<file path="config.mk">
export PLATFORM = sky130hd
export DESIGN_NAME = adc_round_robin_scan_sequencer_core
export DESIGN_NICKNAME = d
export VERILOG_FILES = /design/src/hw/rtl/arrss_pkg.sv /design/src/hw/rtl/adc_round_robin_scan_sequencer_core.sv /design/src/hw/rtl/arrss_result_store.sv
export SDC_FILE = /design/constraint.sdc
export NUM_CORES = 1
export LEC_CHECK = 0
export ABC_AREA = 1
export BUFFER_PORTS_ARGS = -buffer_cell sky130_fd_sc_hd__buf_2
export CAP_MARGIN = 25
export CORE_MARGIN = 2
export CORE_UTILIZATION = 58
export CTS_BUF_LIST = sky130_fd_sc_hd__clkbuf_8
export CTS_CLUSTER_DIAMETER = 40
export CTS_CLUSTER_SIZE = 16
export DETAILED_ROUTE_END_ITERATION = 10
export GPL_ROUTABILITY_DRIVEN = 0
export GPL_TIMING_DRIVEN = 0
export PLACE_DENSITY = 0.86
export SLEW_MARGIN = 20
export SYNTH_ARGS = -nofsm -noshare
export SYNTH_HDL_FRONTEND = slang
export SYNTH_SLANG_ARGS = --single-unit
</file>
<file path="constraint.sdc">
create_clock -name clk -period 8.29 [get_ports clk]
set_clock_uncertainty 0.05 [all_clocks]
set_input_delay 1.2435 -clock clk [delete_from_list [all_inputs] [get_ports clk]]
set_output_delay 1.2435 -clock clk [all_outputs]
set_load 0.02 [all_outputs]
</file>
<file path="src/hw/rtl/arrss_pkg.sv">
// ----------------------------------------------------------------------------
// arrss_pkg
// Shared types and fixed field widths of the ADC round-robin scan sequencer.
// ----------------------------------------------------------------------------
`default_nettype none

package arrss_pkg;

	// fixed port widths
	localparam int unsigned ENABLE_W = 16;
	localparam int unsigned REQ_W    = 2;
	localparam int unsigned SMP_W    = 10;
	localparam int unsigned CHAN_W   = 4;

	// request codes, code 3 has no meaning and is ignored
	typedef enum logic [REQ_W-1:0] {
		REQ_START = 2'd0,
		REQ_DONE  = 2'd1,
		REQ_READ  = 2'd2
	} req_t;

	// control from the sequencer to the result store
	typedef struct packed {
		logic wr_en;
		logic rd_en;
	} store_ctl_t;

endpackage : arrss_pkg

`default_nettype wire

</file>
<file path="src/hw/rtl/adc_round_robin_scan_sequencer_core.sv">
// ----------------------------------------------------------------------------
// adc_round_robin_scan_sequencer_core
// Round-robin ADC channel scan sequencer with a per-channel result store.
// ----------------------------------------------------------------------------
// The block takes one item per clock cycle while req_stall is low and returns
// one result item for each via stage 1 and the output register. A start item
// (req_type 0) searches for the next enabled channel after the current one; a
// conversion-done item (req_type 1) stores its sample for the current channel
// and moves on while a scan runs; a read item (req_type 2) returns the stored
// sample. The next-channel search is a rotating priority encoder over
// NUM_CHANNELS channels evaluated in the acceptance cycle, and the result store
// has one write and one registered read port, so every kind of item sustains
// one per cycle while unstalled. The store reads as zero after reset with no
// clearing pass. The user must write channel_enable via cfg_we / cfg_wdata only
// while the block is idle, not enforced by the block; the next search uses it.
`default_nettype none

module adc_round_robin_scan_sequencer_core #(
	parameter int unsigned NUM_CHANNELS = 16,
	parameter int unsigned SAMPLE_BITS  = 10
) (
	input  wire logic                           clk,
	input  wire logic                           arst_n,
	// configuration
	input  wire logic                           cfg_we,
	input  wire logic [arrss_pkg::ENABLE_W-1:0] cfg_wdata,
	// request channel
	input  wire logic                           req_valid,
	output logic                                req_stall,
	input  wire logic [arrss_pkg::REQ_W-1:0]    req_type,
	input  wire logic [arrss_pkg::SMP_W-1:0]    sample,
	input  wire logic [arrss_pkg::CHAN_W-1:0]   read_channel,
	// result channel
	output logic                                res_valid,
	input  wire logic                           res_stall,
	output logic      [arrss_pkg::SMP_W-1:0]    read_data,
	output logic      [arrss_pkg::CHAN_W-1:0]   mux_channel,
	output logic                                start_conversion,
	output logic                                scan_status
);
	import arrss_pkg::*;

	localparam int unsigned CW = $clog2(NUM_CHANNELS);

	logic [ENABLE_W-1:0]     channel_enable_q;
	logic [CW-1:0]           cur_q;
	logic                    running_q;
	logic [NUM_CHANNELS-1:0] en_vec;

	logic                    found;
	logic [CW-1:0]           next_ch;

	logic                    accept;
	logic                    s2_free;
	logic                    s1_move;
	store_ctl_t              st_ctl;
	logic [CW-1:0]           rd_addr;
	logic [SAMPLE_BITS-1:0]  wr_data;
	logic [SAMPLE_BITS-1:0]  rdata_s1;

	logic                    valid_s1;
	logic                    is_rd_s1;
	logic [CW-1:0]           mux_s1;
	logic                    start_s1;
	logic                    status_s1;

	logic                    res_valid_q;
	logic [SMP_W-1:0]        read_data_q;
	logic [CHAN_W-1:0]       mux_channel_q;
	logic                    start_q;
	logic                    status_q;

	logic                    adv_start;
	logic                    adv_status;
	logic                    do_adv;
	logic                    rd_ok;

	// enable vector, channels beyond the mask are never chosen
	for (genvar c = 0; c < NUM_CHANNELS; c++) begin : g_en
		if (c < ENABLE_W) begin : g_bit
			assign en_vec[c] = channel_enable_q[c];
		end else begin : g_none
			assign en_vec[c] = 1'b0;
		end
	end

	// rotating priority search: nearest enabled channel after cur_q, cur_q last
	always_comb begin
		int unsigned idx;
		found   = 1'b0;
		next_ch = cur_q;
		for (int unsigned i = NUM_CHANNELS; i >= 1; i--) begin
			idx = int'(cur_q) + i;
			if (idx >= NUM_CHANNELS) begin
				idx = idx - NUM_CHANNELS;
			end
			if (en_vec[CW'(idx)]) begin
				found   = 1'b1;
				next_ch = CW'(idx);
			end
		end
	end

	// handshake: s1 holds the item in flight, s2 is the output register
	assign s2_free   = !res_valid_q || !res_stall;
	assign s1_move   = valid_s1 && s2_free;
	assign req_stall = valid_s1 && !s2_free;
	assign accept    = req_valid && !req_stall;

	// decode of the accepted item
	always_comb begin
		do_adv = 1'b0;
		rd_ok  = 1'b0;
		st_ctl = '0;
		unique case (req_t'(req_type))
			REQ_START: begin
				do_adv = 1'b1;
			end
			REQ_DONE: begin
				do_adv       = running_q;
				st_ctl.wr_en = accept && running_q;
			end
			REQ_READ: begin
				rd_ok        = int'(read_channel) < NUM_CHANNELS;
				st_ctl.rd_en = accept;
			end
			default: begin
				do_adv = 1'b0;
			end
		endcase
		adv_start  = do_adv && found;
		adv_status = do_adv && !found;
	end

	assign rd_addr = CW'(read_channel);
	assign wr_data = SAMPLE_BITS'(sample);

	arrss_result_store #(
		.DEPTH  (NUM_CHANNELS),
		.ADDR_W (CW),
		.DATA_W (SAMPLE_BITS)
	) u_store (
		.clk        (clk),
		.arst_n     (arst_n),
		.ctl        (st_ctl),
		.wr_addr    (cur_q),
		.wr_data    (wr_data),
		.rd_addr    (rd_addr),
		.rd_data_s1 (rdata_s1)
	);

	// configuration register and scan state
	always_ff @(posedge clk or negedge arst_n) begin
		if (!arst_n) begin
			channel_enable_q <= '0;
			cur_q            <= CW'(NUM_CHANNELS - 1);
			running_q        <= 1'b0;
		end else begin
			if (cfg_we) begin
				channel_enable_q <= cfg_wdata;
			end
			if (accept && do_adv) begin
				running_q <= found;
				if (found) begin
					cur_q <= next_ch;
				end
			end
		end
	end

	// stage 1 control
	always_ff @(posedge clk or negedge arst_n) begin
		if (!arst_n) begin
			valid_s1 <= 1'b0;
		end else if (accept) begin
			valid_s1 <= 1'b1;
		end else if (s1_move) begin
			valid_s1 <= 1'b0;
		end
	end

	// stage 1 payload
	always_ff @(posedge clk) begin
		if (accept) begin
			is_rd_s1  <= rd_ok;
			mux_s1    <= adv_start ? next_ch : cur_q;
			start_s1  <= adv_start;
			status_s1 <= adv_status;
		end
	end

	// output register control
	always_ff @(posedge clk or negedge arst_n) begin
		if (!arst_n) begin
			res_valid_q <= 1'b0;
		end else if (s2_free) begin
			res_valid_q <= valid_s1;
		end
	end

	// output register payload
	always_ff @(posedge clk) begin
		if (s1_move) begin
			read_data_q   <= is_rd_s1 ? SMP_W'(rdata_s1) : '0;
			mux_channel_q <= CHAN_W'(mux_s1);
			start_q       <= start_s1;
			status_q      <= status_s1;
		end
	end

	assign res_valid        = res_valid_q;
	assign read_data        = read_data_q;
	assign mux_channel      = mux_channel_q;
	assign start_conversion = start_q;
	assign scan_status      = status_q;

endmodule : adc_round_robin_scan_sequencer_core

`default_nettype wire

</file>
<file path="src/hw/rtl/arrss_result_store.sv">
// ----------------------------------------------------------------------------
// arrss_result_store
// Per-channel sample store: one write and one registered read per cycle,
// with a valid bit per entry so unwritten entries read as zero after reset.
// ----------------------------------------------------------------------------
`default_nettype none

module arrss_result_store #(
	parameter int unsigned DEPTH  = 16,
	parameter int unsigned ADDR_W = 4,
	parameter int unsigned DATA_W = 10
) (
	input  wire logic                    clk,
	input  wire logic                    arst_n,
	input  wire arrss_pkg::store_ctl_t   ctl,
	input  wire logic [ADDR_W-1:0]       wr_addr,
	input  wire logic [DATA_W-1:0]       wr_data,
	input  wire logic [ADDR_W-1:0]       rd_addr,
	output logic      [DATA_W-1:0]       rd_data_s1
);
	import arrss_pkg::*;

	logic [DATA_W-1:0] mem [DEPTH];
	logic [DEPTH-1:0]  valid_q;
	logic [DATA_W-1:0] raw_s1;
	logic              hit_s1;

	// storage array, no reset
	always_ff @(posedge clk) begin
		if (ctl.wr_en) begin
			mem[wr_addr] <= wr_data;
		end
		if (ctl.rd_en) begin
			raw_s1 <= mem[rd_addr];
		end
	end

	// entry valid bits and registered valid of the read
	always_ff @(posedge clk or negedge arst_n) begin
		if (!arst_n) begin
			valid_q <= '0;
			hit_s1  <= 1'b0;
		end else begin
			if (ctl.wr_en) begin
				valid_q[wr_addr] <= 1'b1;
			end
			if (ctl.rd_en) begin
				hit_s1 <= valid_q[rd_addr];
			end
		end
	end

	// never-written entries read as zero
	assign rd_data_s1 = hit_s1 ? raw_s1 : '0;

endmodule : arrss_result_store

`default_nettype wire

</file>
==> flow_metrics.tcl <==
set metrics [dict create \
    status "completed" \
    endpoint_kind "flip-flop" \
    peakVddDrop_uv 257 \
    crit_fanout 14 \
    setup_viol_count_final 0 \
    rsz0062_at_grt "no" \
    max-cap-violations 0 \
    fin_crit_ps 3710 \
    regToRegSetupSlack_ps 4580 \
    remaining_drc_errors 0 \
    yosys.area.top_type "edfxtp_1" \
    nets 1123 \
    antenna_found_initial 0 \
    wl_per_cell_um 19.7 \
    placed_cells 1269 \
    grtUsageMet3_pct 4.96 \
    grt-ovfl-total 0 \
    worstMarginPinSlew_ps 1070 \
    track_usage_pct 26.1 \
    slowest_stage "dfstp_2" \
    synth_cell_type_count 44 \
    critPathRequiredTime_ps 8570 \
    routed_via_density 6.12 \
    io_buffers 51 \
    start_util_pct 59.5 \
    syn_nets 1036 \
    criticalPathCategory "reg2reg" \
    async_flop_share_pct 17.2 \
    syn_area_mm2 0.0108 \
    critical-path-max-stage-delay_ps 610 \
    synth-seq-cells 233 \
    path_buf_inv 5 \
    hold_viol 0 \
    path_clk_slew_ps 90 \
    cts_tree "done" \
    grt_pass1_vias 7592 \
    clock.fmax_ghz 0.270 \
    cts_buffer_depth 3 \
    holdBufCountCts 0 \
    drt_wl_total_mm 26.0 \
    n_antenna_cell 0 \
    startpoint_type "flip-flop" \
    first_pass_iters 5 \
    report.final.slew_viol_count 0 \
    drtIter0Drc 1278 \
    synth-edff-count 193 \
    clock_sinks 233 \
    cpMostUsedCell "nand2_1" \
    cts_setup_buffers 0 \
    grt_max_degree 41 \
    post_cts_resized 0 \
    synth_ff_type "edfxtp_1" \
    fin_setup_tns_ps 0 \
    ys_warn_count 0 \
    die_w_um 140 \
    die_area_mm2 0.0197 \
    synth_top_area_share_pct 53.6 \
    cpLargestDelayFamily "simple AND/OR/NAND/NOR gates" \
    hpwl_mm 17.7 \
    gr-usage-met1_pct 37.5 \
    relSlewSlack_pct 28.6 \
    grt_busiest_layer "met2" \
    cts_buffers 26 \
    num_io_pins 55 \
    grt.met2_usage_pct 41.7 \
    arrival_ps 3990 \
    synth_area_leaders "edfxtp_1 54%, dfrtp_1 8.3%, nand2_1 6.6%, nand3_1 3.8%, nor2_1 3.6%" \
    core_mm2 0.0181 \
    clockRootBuffer "clkbuf_8" \
    power_density_mw_per_mm2 343 \
    hold_class "reg2reg" \
    grt_pass1_wl_mm 40.5 \
    row_count 49 \
    drtAntennaViolNets 0 \
    area_delta_synth_final_pct 11.0 \
    yosysSeqAreaShare_pct 63.0 \
    vias 8088 \
    clock_latency_ps 580 \
    final_cells 1321 \
    power.leakage_nw 4.79 \
    drive_above_1_share_pct 18.3 \
    die_height_um 140 \
    synthCells 986 \
    fin_crit_sh_pct 44.7 \
    avgSynthCellArea_um2 11.0 \
    cts_htree_levels 1 \
]
-- Yosys cell counts (2+ instances only) --
| library cell | instances |
|---|---|
| o221ai_1 | 27 |
| o22ai_1 | 5 |
| o21bai_1 | 2 |
| nand2_4 | 3 |
| dfstp_2 | 4 |
| buf_2 | 4 |
| inv_1 | 50 |
| nor3_1 | 7 |
| nor2_2 | 2 |
| o21a_1 | 2 |
| nand3_1 | 82 |
| nor2_1 | 105 |
| edfxtp_1 | 193 |
| o21ai_2 | 5 |
| buf_4 | 4 |
| o32ai_1 | 8 |
| inv_2 | 11 |
| clkbuf_1 | 30 |
| mux2_2 | 16 |
| buf_6 | 4 |
| xor2_1 | 2 |
| dfrtp_1 | 36 |
| o211ai_1 | 12 |
| ha_1 | 13 |
| mux2i_1 | 27 |
| o21ai_0 | 59 |
| nand2_2 | 20 |
| inv_4 | 3 |
| buf_1 | 3 |
| a21oi_1 | 37 |
| or2_2 | 9 |
| nand2_1 | 189 |
-- sequential cells by signal (all words and copies together) (netlist names), 4 cells and up --
signal / count
u_store.mem: 160
channel_enable_q: 16
u_store.valid_q: 16
read_data: 10
u_store.raw_s1: 10
cur_q: 4
mux_channel: 4
mux_s1: 4
-- final cells by class --
type	instances	area (um^2)
Sequential cell	233	6800
Fill cell	1339	6160
Multi-Input combinational cell	644	3540
Clock buffer	26	358
Timing Repair Buffer	59	319
Tap cell	229	287
Inverter	64	248
Buffer	45	219
Clock inverter	21	214
-- routing by layer --
layer | part of all wire [%] | vias up | wire (um)
li1 | - | 3666 | -
met1 | 40 | 3760 | 10400
met2 | 45 | 586 | 11800
met3 | 12 | 76 | 3050
met4 | 2.6 | 0 | 686
met5 | 0 | - | 0
-- final timing paths --
path                                       end       from  cells after the start
hold reg to reg                 mux_channel[0]  mux_s1[0]                      0
min in group asynchronous  u_store.valid_q[10]     arst_n                      1
max in group asynchronous             valid_s1     arst_n                      1
setup / recovery                     mux_s1[2]   cur_q[1]                     25
setup reg to reg                     mux_s1[2]   cur_q[1]                     25
hold / removal                  mux_channel[0]  mux_s1[0]                      0
-- stage by stage --
| stage | cell area, um^2 | power, mW | util (%) | worst slack [ps] | hold WS [ps] |
|---|---|---|---|---|---|
| final | 12000 | 4.11 | 66.1 | 4580 | 380 |
| after global routing | 12000 | 4.38 | 66.1 | 4230 | 396 |
| after CTS | 12000 | 4.06 | 65.9 | 4670 | 382 |
| after detailed placement | 11400 | 3.24 | 62.7 | 4660 | 357 |
| after global placement | 11300 | 3.19 | 62.5 | 4710 | 353 |
| after floorplan | 10800 | 2.84 | - | 5290 | 350 |
-- cell families after synthesis --
group / Yosys count / share of synthesized area, %
adder cells (fa/ha/maj): 13 / 1.51
AO/OA/AOI/OAI: 161 / 9.37
flip-flops: 233 / 63.0
XOR/XNOR: 4 / 0.568
buffers and inverters: 109 / 4.32
AND/OR/NAND/NOR: 423 / 17.1
multiplexers: 43 / 4.17
-- layout by cell type, fill, tap and decap left out, types with 4 or more instances in the layout --
cell type  synthesis  layout
o21ai_2            5       5
clkbuf_8           0      26
o21ai_0           59      59
buf_4              4      11
o211ai_1          12      12
nand3_1           82      82
nand2_2           20      20
o22ai_1            5       5
or2_2              9       9
inv_6              0      10
a21oi_1           37      36
dfstp_2            4       4
nand2_1          189     189
mux2_2            16      16
edfxtp_1         193     193
clkbuf_1          30      30
mux2i_1           27      27
ha_1              13      13
nor3_1             7       6
dfrtp_1           36      36
o221ai_1          27      27
buf_2              4      55
inv_2             11      11
o32ai_1            8       8
buf_6              4       5
inv_1             50      50
nor2_1           105     105
-- where the power goes --
group | internal (mW) | switching (mW)
combinational | 0.608 | 1.28
clock | 0.360 | 0.466
sequential | 1.35 | 0.0438
total | 2.32 | 1.79
Note: power is estimated with default switching activity, not from simulation.
